--- config.mk ---
export PLATFORM = sky130hd
export DESIGN_NAME = smes_ctrl
export DESIGN_NICKNAME = d
export VERILOG_FILES = /design/src/hw/rtl/smes_pkg.sv /design/src/hw/rtl/smes_ctrl.sv
export SDC_FILE = /design/constraint.sdc
export NUM_CORES = 1
export LEC_CHECK = 0
export BUFFER_PORTS_ARGS = -buffer_cell sky130_fd_sc_hd__clkbuf_2
export CAP_MARGIN = 20
export CORE_AREA = 2 2 39 41
export CTS_BUF_LIST = sky130_fd_sc_hd__clkbuf_4 sky130_fd_sc_hd__clkbuf_8 sky130_fd_sc_hd__clkbuf_16
export CTS_CLUSTER_SIZE = 8
export DETAILED_ROUTE_END_ITERATION = 8
export DIE_AREA = 0 0 41 43
export PLACE_DENSITY = 0.46
export SLEW_MARGIN = 20
export SYNTH_ARGS = -nofsm -noshare
export SYNTH_HDL_FRONTEND = slang
export SYNTH_SLANG_ARGS = --single-unit
--- constraint.sdc ---
create_clock -name clk -period 1.92 [get_ports clk]
set_clock_uncertainty 0.15 [all_clocks]
set_input_delay 0.384 -clock clk [delete_from_list [all_inputs] [get_ports clk]]
set_output_delay 0.384 -clock clk [all_outputs]
set_load 0.005 [all_outputs]
--- src/hw/rtl/smes_pkg.sv ---
// Shared types and constants for the sparse matrix entry store.
// Used by smes_ctrl, smes_datapath and sparse_matrix_entry_store_top; no dependencies.
`default_nettype none

package smes_pkg;

	// Field widths
	localparam int SIZE_W = 9;
	localparam int IDX_W  = 8;
	localparam int VAL_W  = 64;
	localparam int STS_W  = 2;

	// matrix_size after reset
	localparam logic [SIZE_W-1:0] SIZE_RESET = 9'd256;

	// Operation codes
	localparam logic OP_READ  = 1'b0;
	localparam logic OP_WRITE = 1'b1;

	// Status codes
	localparam logic [STS_W-1:0] STS_OK    = 2'd0;
	localparam logic [STS_W-1:0] STS_RANGE = 2'd1;
	localparam logic [STS_W-1:0] STS_FULL  = 2'd2;

	// One off-diagonal table entry
	typedef struct packed {
		logic [IDX_W-1:0] row;
		logic [IDX_W-1:0] col;
		logic [VAL_W-1:0] value;
	} entry_t;

	// Source of the result word
	typedef enum logic [2:0] {
		RES_ZERO,
		RES_RANGE,
		RES_FULL,
		RES_DIAG,
		RES_ENTRY
	} res_sel_t;

	// Controller to datapath commands
	typedef struct packed {
		logic     load;
		logic     diag_wr;
		logic     scan_init;
		logic     scan_en;
		logic     entry_upd;
		logic     entry_app;
		logic     res_ld;
		res_sel_t res_sel;
		logic     out_ld;
	} cmd_t;

	// Datapath to controller status
	typedef struct packed {
		logic range_err;
		logic is_diag;
		logic is_write;
		logic hit;
		logic miss;
		logic full;
		logic out_free;
	} sts_t;

endpackage

`default_nettype wire

--- src/hw/rtl/smes_ctrl.sv ---
// Transaction sequencer for the sparse matrix entry store.
// Depends on smes_pkg for the command and status structs.
`default_nettype none

module smes_ctrl (
	input  wire logic          clk,
	input  wire logic          arst_n,
	input  wire logic          in_valid,
	output logic               in_stall,
	input  wire smes_pkg::sts_t sts,
	output smes_pkg::cmd_t     cmd
);
	import smes_pkg::*;

	typedef enum logic [2:0] {
		ST_IDLE,
		ST_EVAL,
		ST_DIAG,
		ST_SCAN,
		ST_OUT
	} state_t;

	state_t state_q;
	state_t state_d;

	// One transaction in flight at a time
	assign in_stall = (state_q != ST_IDLE);

	// Next state and commands
	always_comb begin
		state_d = state_q;
		cmd     = '0;
		cmd.res_sel = RES_ZERO;
		unique case (state_q)
			ST_IDLE: begin
				if (in_valid) begin
					cmd.load = 1'b1;
					state_d  = ST_EVAL;
				end
			end
			ST_EVAL: begin
				if (sts.range_err) begin
					cmd.res_ld  = 1'b1;
					cmd.res_sel = RES_RANGE;
					state_d     = ST_OUT;
				end else if (sts.is_diag) begin
					if (sts.is_write) begin
						cmd.diag_wr = 1'b1;
						cmd.res_ld  = 1'b1;
						state_d     = ST_OUT;
					end else begin
						state_d = ST_DIAG;
					end
				end else begin
					cmd.scan_init = 1'b1;
					state_d       = ST_SCAN;
				end
			end
			ST_DIAG: begin
				cmd.res_ld  = 1'b1;
				cmd.res_sel = RES_DIAG;
				state_d     = ST_OUT;
			end
			ST_SCAN: begin
				cmd.scan_en = 1'b1;
				if (sts.hit) begin
					cmd.res_ld = 1'b1;
					if (sts.is_write) begin
						cmd.entry_upd = 1'b1;
					end else begin
						cmd.res_sel = RES_ENTRY;
					end
					state_d = ST_OUT;
				end else if (sts.miss) begin
					cmd.res_ld = 1'b1;
					if (sts.is_write) begin
						if (sts.full) begin
							cmd.res_sel = RES_FULL;
						end else begin
							cmd.entry_app = 1'b1;
						end
					end
					state_d = ST_OUT;
				end
			end
			ST_OUT: begin
				if (sts.out_free) begin
					cmd.out_ld = 1'b1;
					state_d    = ST_IDLE;
				end
			end
			default: begin
				state_d = ST_IDLE;
			end
		endcase
	end

	// State register
	always_ff @(posedge clk or negedge arst_n) begin
		if (!arst_n) begin
			state_q <= ST_IDLE;
		end else begin
			state_q <= state_d;
		end
	end

	// Diagonal writes only for in-range diagonal transactions
	a_diag_wr_legal: assert property (@(posedge clk) disable iff (!arst_n)
		cmd.diag_wr |-> (sts.is_diag && !sts.range_err && sts.is_write))
		else $error("diagonal write outside a valid diagonal write");

endmodule

`default_nettype wire

# Word-level counts from Yosys, hierarchy flattened
# Index checks and enable logic that the tools add are counted.
# op_classes
n_reduce_logical	3
n_eq_ne	7
muxes	30
# op_table
operator	count
$mux 3	9
$pmux 3 s5	1
$mux 1	13
$pmux 4 s3	1
$mux 2	4
$eq 3x2->1 const B	2
$mux 5	1
$mux 4	1
$ne 2x2->1 const B	2
$eq 3x1->1 const B	1
$eq 3x3->1 const B	1
$logic_not 3->1	1
$ne 3x3->1 const B	1
$reduce_and 3->1	1
$reduce_bool 3->1	1
# word_totals
reg_bits	3
output_inout_bits	12
word_cells	41

# Longest topological paths before layout
# Gate-level depths: netlist of run 1.
# logic_depth
word_depth	5
ltp_mapped	4

# Worst setup path after synthesis of run 1
# Ideal clock, no wire load.
# synth_path
path_type	register -> output
start	register state_q[2]
end	output port cmd[10] (netlist name)
arrival_time_ps	1112
path_slack_ps	274
n_path_buf	1
path_stages_with_launch	4
cell_sequence	dfrtp_1 > buf_2 > or3_2 > nor2_1
# synth_rtl
element	line	rtl
from (decl)	smes_ctrl.sv:23	state_t state_q;
from (signal assigned)	smes_ctrl.sv:103	state_q <= state_d;
to (decl)	smes_ctrl.sv:11	output smes_pkg::cmd_t cmd

==> results of run 1 <==
[power breakdown]
group          switching, mW  internal, mW  total (mW)
Sequential            0.0436        0.0891       0.133
Combinational          0.115         0.167       0.282
Clock                 0.0306        0.0918       0.122
[layout make-up]
| class | instances | area (µm²) |
|---|---|---|
| Fill cell | 166 | 885.9 |
| Multi-Input combinational cell | 31 | 209.0 |
| Timing Repair Buffer | 27 | 152.6 |
| Sequential cell | 3 | 78.83 |
| Clock buffer | 4 | 30.03 |
| Tap cell | 16 | 20.02 |
| Inverter | 2 | 7.507 |
[timing repair]
item / in CTS / in global routing
hold endpoints to repair: 3 / 0
setup endpoints to repair: 2 / 4
gates resized for setup: 4 / 5
hold buffers: 1 / 0
gates cloned: 0 / 0
buffers inserted: 4 / 1
[layout by cell type, fill, tap and decap left out, types with 2 or more instances in the layout]
| cell | instances |
|---|---|
| dfrtp_2 | 3 |
| and3_1 | 2 |
| nor2_1 | 4 |
| and2b_2 | 2 |
| a21oi_1 | 4 |
| nand2_1 | 6 |
| clkbuf_4 | 4 |
| clkbuf_2 | 21 |
| buf_4 | 5 |
| nand4b_1 | 2 |
[through the flow]
stage          setup slack [ns]  power [mW]
2_1_floorplan            0.2742      0.2381
3_3_place_gp             0.1565      0.3227
3_5_place_dp             0.1555      0.3206
4_1_cts               -0.003647      0.5041
5_1_grt                -0.06432      0.5842
6_report              -0.004656      0.5368
[cells by family (layout without fill, tap and decap cells)]
| family | Yosys count | after routing | synth area share, % |
|---|---|---|---|
| flops | 3 | 3 | 27.65 |
| buf+inv | 3 | 33 | 4.608 |
| simple gates | 24 | 24 | 52.08 |
| compound gates | 7 | 7 | 15.67 |
[worst paths after layout]
| kind | endpoint | startpoint | cells past startpoint | slack (ns) |
|---|---|---|---|---|
| worst min register to register | state_q[2]$_DFFE_PN0P_ | state_q[1]$_DFFE_PN0P_ | 3 | 0.48 |
| min in group asynchronous | state_q[0]$_DFFE_PN0P_ | arst_n | 2 | 0.33 |
| worst max register to register | state_q[0]$_DFFE_PN0P_ | state_q[1]$_DFFE_PN0P_ | 3 | 0.51 |
| max in group asynchronous | state_q[2]$_DFFE_PN0P_ | arst_n | 2 | 1.17 |
| worst min-delay path | state_q[2]$_DFFE_PN0P_ | sts[0] | 2 | 0.20 |
| worst max-delay path | cmd[8] | state_q[1]$_DFFE_PN0P_ | 4 | -0.005 |
[routing by layer]
layer  up-vias  GRT usage [%]
met1       169          12.66
met4         0          6.000
met5         -              0
met2        15          13.75
met3         0          1.571
li1        191              -
==> flow_metrics.env, run 1 <==
export IMPL_setup_slack_ns=-0.004656
export IMPL_finalSetupViolations=1
export IMPL_nNetsFinal=78
export IMPL_top_layer="met3"
export IMPL_dieWidth_um=41
export IMPL_clk_latency_ns=0.23
export IMPL_slowest_delay_ns=0.43
export IMPL_synth_top_cell_area_share_pct=27.65
export IMPL_largest_reg_flops=3
export IMPL_yosys_area_top_type="dfrtp_1"
export IMPL_yosysSeqAreaShare_pct=27.65
export IMPL_cts_buffer_depth=2
export IMPL_layout_cells_non_filler=83
export IMPL_path_clk_slew_ns=0.03
export IMPL_cts_root_buffer="clkbuf_4"
export IMPL_portBuffers=21
export IMPL_synthArstFlopShare_pct=100.0
export IMPL_drt_met1_wl_um=361
export IMPL_largestRegisters="state_q (3)"
export IMPL_stdcell_area_um2=498.0
export IMPL_num_rows=14
export IMPL_p_leak_nw=0.2652
export IMPL_hold_viol_final=0
export IMPL_regMostFlops="state_q"
export IMPL_routed_wl_um=825
export IMPL_wl_met2_um=394
export IMPL_synth_area_top_cells="dfrtp_1 28%, nand2_1 8.3%, a21oi_1 7.4%, nor2_1 6.9%, and2b_2 6.5%"
export IMPL_synth_most_common_cell="nand2_1"
export IMPL_drive_gt1_share_pct=62.69
export IMPL_cts_tree="yes"
export IMPL_ant_nets=0
export IMPL_syn_cell_area_um2=271.5
export IMPL_max_slew_margin_pct=77.89
export IMPL_tightest_slew_ns=0.3310
export IMPL_globalRouteOverflowTotal=0
export IMPL_antennaDiodeCount=0
export IMPL_startpoint_type="flop"
export IMPL_synth_ff_type="dfrtp_1"
export IMPL_drt_vias_per_instance=4.518
export IMPL_slowest_stage="dfrtp_2"
export IMPL_whs_ns=0.1971
export IMPL_grt_pass1_vias=317
export IMPL_dpl_hpwl_um=587.9
export IMPL_antenna_found_initial=0
export IMPL_cp_top_family="simple AND/OR/NAND/NOR gates"
export IMPL_drv_cap=0
export IMPL_powerDensity_nw_per_um2=1078
export IMPL_rsz0062_at_grt="yes"
export IMPL_grt_pass1_wl_mm=1.152
export IMPL_path_buf_inv=2
export IMPL_io_pins=22
export IMPL_max_clock_freq_mhz=519.6
export IMPL_period_minus_slack_ns=1.925
export IMPL_grt_max_degree=9
export IMPL_vias=375
export IMPL_vdd_drop_max_mv=0.4621
export IMPL_track_usage_pct=9.567
export IMPL_chipHeight_um=43
export IMPL_crit_fanout=5
export IMPL_drt_initial_drc_count=10
export IMPL_synthCells=37
export IMPL_clock_sinks=3
export IMPL_yosys_register_bits=3
export IMPL_end_kind="output pin"
export IMPL_drc_errors=0
export IMPL_core_area_um2=1384
export IMPL_h_tree_depth=1
export IMPL_fin_crit_sh_pct=100.2
export IMPL_dp_cells=73
export IMPL_syn_nets=47
export IMPL_postLayoutCoreUtil_pct=35.99
export IMPL_first_pass_iters=2
export IMPL_worstSetupPathType="flop to output pin"
export IMPL_yosys_warnings=0
export IMPL_area_growth_pct=83.41
export IMPL_fin_tns_setup_ns=-0.004656
export IMPL_synth_edf_count=0
export IMPL_wire_per_inst_um=9.940
export IMPL_cp_cell_sequence="nand2b_4 > or4_4 > inv_2 > clkbuf_2"
export IMPL_status="finished, violations left"
export IMPL_synth_distinct_cells=19
export IMPL_placed_cell_area_um2=391.6
export IMPL_dieArea_um2=1763
export IMPL_drv_slew=0
export IMPL_routed_wl_met3_um=69
export IMPL_violations="setup timing"
export IMPL_cts_made_buffers=3
export IMPL_required_ns=1.39
export IMPL_netlist_top_cells_count="6 x nand2_1, 5 x nor2_1, 4 x a21oi_1, 3 x dfrtp_1"
export IMPL_avgSynthCellArea_um2=7.338
export IMPL_place_gp_congestion=0.7282
export IMPL_min_path_type="primary input to flop"
export IMPL_arrival_ns=1.39
export IMPL_start_util_pct=19.62
Power figures use the tool's default switching activity.
==> inputs of run 2 (changes only) <==
--- a/config.mk
+++ b/config.mk
@@ -5,6 +5,7 @@
 export SDC_FILE = /design/constraint.sdc
 export NUM_CORES = 1
 export LEC_CHECK = 0
+export ABC_AREA = 1
 export BUFFER_PORTS_ARGS = -buffer_cell sky130_fd_sc_hd__clkbuf_2
 export CAP_MARGIN = 20
 export CORE_AREA = 2 2 39 41
@@ -12,7 +13,8 @@
 export CTS_CLUSTER_SIZE = 8
 export DETAILED_ROUTE_END_ITERATION = 8
 export DIE_AREA = 0 0 41 43
-export PLACE_DENSITY = 0.46
+export PLACE_DENSITY = 0.49
+export SKIP_LAST_GASP = 1
 export SLEW_MARGIN = 20
 export SYNTH_ARGS = -nofsm -noshare
 export SYNTH_HDL_FRONTEND = slang
==> flow_metrics.env, run 2 <==
export IMPL_powerDensity_nw_per_um2=1029
export IMPL_chipHeight_um=43
export IMPL_first_pass_iters=2
export IMPL_fin_crit_sh_pct=93.80
export IMPL_crit_top_cell="nand2_1"
export IMPL_h_tree_depth=1
export IMPL_yosys_area_top_type="dfrtp_1"
export IMPL_drc_errors=0
export IMPL_status="complete, no violations"
export IMPL_drive_gt1_share_pct=45.33
export IMPL_p_total_mw=0.4881
export IMPL_vias=380
export IMPL_area_growth_pct=54.07
export IMPL_num_rows=14
export IMPL_min_path_type="primary input to flop"
export IMPL_netlist_top_cells_count="10 x inv_1, 7 x nor2_1, 6 x nand2_1, 5 x nand3_1"
export IMPL_max_slew_margin_pct=83.03
export IMPL_slowest_delay_ns=0.43
export IMPL_routed_wl_um=747
export IMPL_syn_nets=59
export IMPL_yosys_register_bits=3
export IMPL_cts_tree="yes"
export IMPL_portBuffers=21
export IMPL_grt_pass1_wl_mm=1.221
export IMPL_yosys_warnings=0
export IMPL_grt_use_met1_pct=11.00
export IMPL_final_cell_mix="21 x clkbuf_2, 10 x inv_1, 7 x nor2_1, 6 x nand2_1, 5 x nand3_1"
export IMPL_regMostFlops="state_q"
export IMPL_synth_area_top_cells="dfrtp_1 24%, inv_1 12%, nor2_1 8.5%, nand3_1 8.1%, nand2_1 7.3%"
export IMPL_rsz0062_at_grt="no"
export IMPL_cts_root_buffer="clkbuf_4"
export IMPL_ant_nets=0
export IMPL_wire_per_inst_um=8.209
export IMPL_post_cts_setup_buffers=0
export IMPL_path_clk_slew_ns=0.04
export IMPL_start_util_pct=22.24
export IMPL_cp_top_family="flip-flops"
export IMPL_clk_latency_ns=0.23
export IMPL_grt_use_met2_pct=16.56
export IMPL_syn_cell_area_um2=307.8
export IMPL_dieArea_um2=1763
export IMPL_dieWidth_um=41
export IMPL_largestRegisters="state_q (3)"
export IMPL_synth_ff_type="dfrtp_1"
export IMPL_required_ns=1.39
export IMPL_tightest_slew_ns=0.2518
export IMPL_finalSetupViolations=0
export IMPL_track_usage_pct=9.960
export IMPL_path_buf_inv=2
export IMPL_crit_fanout=5
export IMPL_grt_busiest_layer="met2"
export IMPL_hold_viol_final=0
export IMPL_arrival_ns=1.27
export IMPL_synth_edf_count=0
export IMPL_drv_slew=0
export IMPL_cts_made_buffers=3
export IMPL_slowest_stage="dfrtp_2"
export IMPL_nNetsFinal=86
export IMPL_startpoint_type="flop"
export IMPL_synth_top_cell_area_share_pct=24.39
export IMPL_globalRouteOverflowTotal=0
export IMPL_met3_usage_pct=1.571
export IMPL_final_common_cell="clkbuf_2"
export IMPL_period_minus_slack_ns=1.801
export IMPL_synthArstFlopShare_pct=100.0
export IMPL_drv_cap=0
export IMPL_yosysSeqAreaShare_pct=24.39
export IMPL_dpl_hpwl_um=661
export IMPL_synth_distinct_cells=18
export IMPL_grt_pass1_vias=356
export IMPL_end_kind="output pin"
export IMPL_p_leak_nw=0.2694
export IMPL_whs_ns=0.3013
export IMPL_synth_most_common_cell="inv_1"
export IMPL_synthCells=49
export IMPL_drt_vias_per_instance=4.176
export IMPL_fin_tns_setup_ns=0
export IMPL_cts_buffer_depth=2
export IMPL_core_area_um2=1384
export IMPL_grt_max_degree=8
export IMPL_avgSynthCellArea_um2=6.282
export IMPL_max_clock_freq_mhz=555.2
export IMPL_cp_cell_sequence="nor2_1 > nand2_1 > inv_1 > nand2_1 > o21ai_0 > clkbuf_2"
export IMPL_vdd_drop_max_mv=0.4425
export IMPL_place_gp_congestion=0.6881
export IMPL_drt_initial_drc_count=3
export IMPL_largest_reg_flops=3
export IMPL_worstSetupPathType="flop to output pin"
export IMPL_io_pins=22
export IMPL_antennaDiodeCount=0
export IMPL_antenna_found_initial=0
export IMPL_clock_sinks=3
[run 2: cell types whose count changed after synthesis, moves of 3 or more]
cell	before	now
inv_1	2	10
nand3_1	0	5
a21oi_1	4	1
o21ai_0	0	3
[run 2: layout make-up]
type	instances	area (µm²)
clock buffer	4	30.03
fill	170	909.6
inverter	12	45.04
multi-input combinational	34	187.7
sequential	3	76.32
tap	16	20.02
timing repair buffer	22	115.1
[run 2: worst paths after layout]
| kind | start | end | slack (ns) | cells after the start |
|---|---|---|---|---|
| worst max register to register | state_q[0]$_DFFE_PN0P_ | state_q[0]$_DFFE_PN0P_ | 0.72 | 4 |
| max in group asynchronous | arst_n | state_q[2]$_DFFE_PN0P_ | 1.17 | 2 |
| worst min-delay path | sts[6] | state_q[1]$_DFFE_PN0P_ | 0.30 | 2 |
| min in group asynchronous | arst_n | state_q[1]$_DFFE_PN0P_ | 0.33 | 2 |
| worst max-delay path | state_q[2]$_DFFE_PN0P_ | cmd[1] | 0.12 | 6 |
| worst min register to register | state_q[2]$_DFFE_PN0P_ | state_q[2]$_DFFE_PN0P_ | 0.51 | 2 |
[run 2: report_power, final]
| group | internal [mW] | leakage, nW | switching [mW] |
|---|---|---|---|
| sequential | 0.0895 | 0.0375 | 0.0414 |
| clock | 0.0918 | 0.0184 | 0.0298 |
| combinational | 0.103 | 0.213 | 0.133 |
| total | 0.284 | 0.269 | 0.204 |
[run 2: stage by stage]
stage / utilization, % / worst slack [ns] / std cells / area [µm²]
global route: 34.27 / 0.01830 / 91 / 474.2
finish: 34.27 / 0.1190 / 91 / 474.2
global placement: 31.28 / 0.2599 / 86 / 432.9
CTS: 34.18 / 0.08278 / 91 / 473.0
detailed placement: 31.28 / 0.2691 / 86 / 432.9
floorplan: - / 0.5370 / 49 / 307.8
[run 2: timing repair]
action                                  4_1_cts  5_1_grt
gates resized for setup                       0        1
endpoints found under the setup margin        0        1
hold endpoints to repair                      3        0
hold buffers                                  1        0
[run 2: layer usage]
metal	vias to the layer above	share of wire (%)
li1	212	-
met5	-	0
met2	11	50
met3	0	5.6
met4	0	0
met1	157	44
[run 2: cell families (layout without fill, tap and decap cells)]
| family | after synthesis | count (layout) | share of synthesized area, % |
|---|---|---|---|
| flops | 3 | 3 | 24.39 |
| simple gates | 27 | 27 | 45.53 |
| buf+inv | 12 | 38 | 14.63 |
| compound gates | 7 | 7 | 15.45 |
==> inputs of run 3 (changes only) <==
==> constraint.sdc (replaced) <==
create_clock -name clk -period 2.25 [get_ports clk]
set_clock_uncertainty 0.15 [all_clocks]
set_input_delay 0.45 -clock clk [delete_from_list [all_inputs] [get_ports clk]]
set_output_delay 0.45 -clock clk [all_outputs]
set_load 0.005 [all_outputs]
==> flow_metrics.env, run 3 (synthesis gave the netlist of run 2 again) <==
export IMPL_status="complete, no violations"
export IMPL_p_total_mw=0.4149
export IMPL_grt_busiest_layer="met2"
export IMPL_drv_slew=0
export IMPL_max_slew_margin_pct=83.03
export IMPL_period_minus_slack_ns=1.880
export IMPL_r2r_start="state_q[0]$_DFFE_PN0P_"
export IMPL_hold_path_depth=2
export IMPL_powerDensity_nw_per_um2=877.2
export IMPL_fin_tns_setup_ns=0
export IMPL_drc_errors=0
export IMPL_final_cell_mix="21 x clkbuf_2, 10 x inv_1, 7 x nor2_1, 6 x nand2_1, 5 x nand3_1"
export IMPL_largest_reg_flops=3
export IMPL_worstSetupPathType="flop to output pin"
export IMPL_routed_wl_um=747
export IMPL_stdcell_area_um2=473.0
export IMPL_drt_initial_drc_count=3
export IMPL_slowest_stage="dfrtp_1"
export IMPL_cts_root_buffer="clkbuf_4"
export IMPL_area_growth_pct=53.66
export IMPL_globalRouteOverflowTotal=0
export IMPL_crit_fanout=5
export IMPL_grt_pass1_vias=356
export IMPL_chipHeight_um=43
export IMPL_slowest_delay_ns=0.43
export IMPL_setup_slack_ns=0.3702
export IMPL_track_usage_pct=9.960
export IMPL_io_pins=22
export IMPL_regMostFlops="state_q"
export IMPL_max_clock_freq_mhz=532.0
export IMPL_place_gp_congestion=0.6882
export IMPL_crit_path_start="state_q[2]$_DFFE_PN0P_"
export IMPL_hold_viol_final=0
export IMPL_drv_cap=0
export IMPL_met3_usage_pct=1.571
export IMPL_dieArea_um2=1763
export IMPL_vias=380
export IMPL_cts_made_buffers=3
export IMPL_finalSetupViolations=0
export IMPL_cts_buffer_depth=2
export IMPL_core_area_um2=1384
export IMPL_fin_crit_sh_pct=83.55
export IMPL_startpoint_type="flop"
export IMPL_arrival_ns=1.28
export IMPL_cts_tree="yes"
export IMPL_dpl_hpwl_um=661
export IMPL_wire_per_inst_um=8.209
export IMPL_antenna_found_initial=0
export IMPL_grt_use_met1_pct=11.00
export IMPL_r2r_end="state_q[0]$_DFFE_PN0P_"
export IMPL_crit_end="cmd[1]"
export IMPL_grt_pass1_wl_mm=1.221
export IMPL_place_ws_ns=0.4671
export IMPL_dieWidth_um=41
export IMPL_clk_latency_ns=0.23
export IMPL_tightest_slew_ns=0.2518
export IMPL_clock_sinks=3
export IMPL_p_leak_nw=0.2707
export IMPL_crit_top_cell="nand2_1"
export IMPL_min_path_type="primary input to flop"
export IMPL_first_pass_iters=2
export IMPL_nNetsFinal=86
export IMPL_vdd_drop_max_mv=0.3749
export IMPL_final_common_cell="clkbuf_2"
export IMPL_grt_max_degree=8
export IMPL_end_kind="output pin"
export IMPL_grt_use_met2_pct=16.56
export IMPL_drive_gt1_share_pct=44.00
export IMPL_largestRegisters="state_q (3)"
export IMPL_portBuffers=21
export IMPL_ant_nets=0
export IMPL_required_ns=1.65
export IMPL_cp_cell_sequence="nor2_1 > nand2_1 > inv_1 > nand2_1 > o21ai_0 > clkbuf_2"
export IMPL_antennaDiodeCount=0
export IMPL_num_rows=14
export IMPL_placed_cell_area_um2=432.9
export IMPL_r2r_cells=4
export IMPL_start_util_pct=22.24
export IMPL_h_tree_depth=1
export IMPL_post_cts_setup_buffers=0
export IMPL_path_clk_slew_ns=0.04
export IMPL_drt_vias_per_instance=4.176
export IMPL_rsz0062_at_grt="no"
export IMPL_reg2reg_slack_ns=1.05
run 3: how the worst min path moves through the flow:
| stage | start | endpoint | slack (ns) |
|---|---|---|---|
| detailed placement | arst_n | state_q[1]$_DFFE_PN0P_ | 0.1 |
| finish | sts[6] | state_q[1]$_DFFE_PN0P_ | 0.37 |
| CTS | sts[6] | state_q[1]$_DFFE_PN0P_ | 0.36 |
| floorplan | arst_n | state_q[0]$_DFFE_PN0P_ | 0.004 |
| global placement | arst_n | state_q[1]$_DFFE_PN0P_ | 0.1 |
| global route | sts[6] | state_q[1]$_DFFE_PN0P_ | 0.37 |
run 3: per-layer routing:
metal | part of all wire, % | up-vias | wire length, µm
met2 | 50 | 11 | 372
li1 | - | 212 | -
met5 | 0 | - | 0
met3 | 5.6 | 0 | 42
met4 | 0 | 0 | 0
met1 | 44 | 157 | 332
run 3: critical path: cells and delay by family, from the launching register on:
kind            cells  cell delay, ns
flops               1            0.43
simple gates        3            0.32
buf+inv             2            0.23
compound gates      1            0.07
run 3: final cells by class:
class,count,area (µm²)
well taps,16,20.02
fillers,171,910.9
inverters,12,45.04
repair buffers,22,115.1
flip-flops and latches,3,75.07
clock buffers,4,30.03
multi-input cells,34,187.7
run 3: power by group:
part           total (mW)  switching (mW)  internal, mW
Sequential          0.110          0.0354        0.0749
Clock               0.104          0.0255        0.0783
Combinational       0.201           0.113        0.0874
run 3: metrics by stage:
step           instances  hold slack, ns  utilization [%]
2_1_floorplan         49        0.004409                -
3_3_place_gp          86         0.09562            31.28
3_5_place_dp          86         0.09648            31.28
4_1_cts               91          0.3627            34.18
5_1_grt               91          0.3740            34.18
6_report              91          0.3673            34.18
run 3: what timing repair did:
action	in CTS	in global routing
resized for setup	0	0
hold buffers	1	0
hold endpoints to repair	3	0
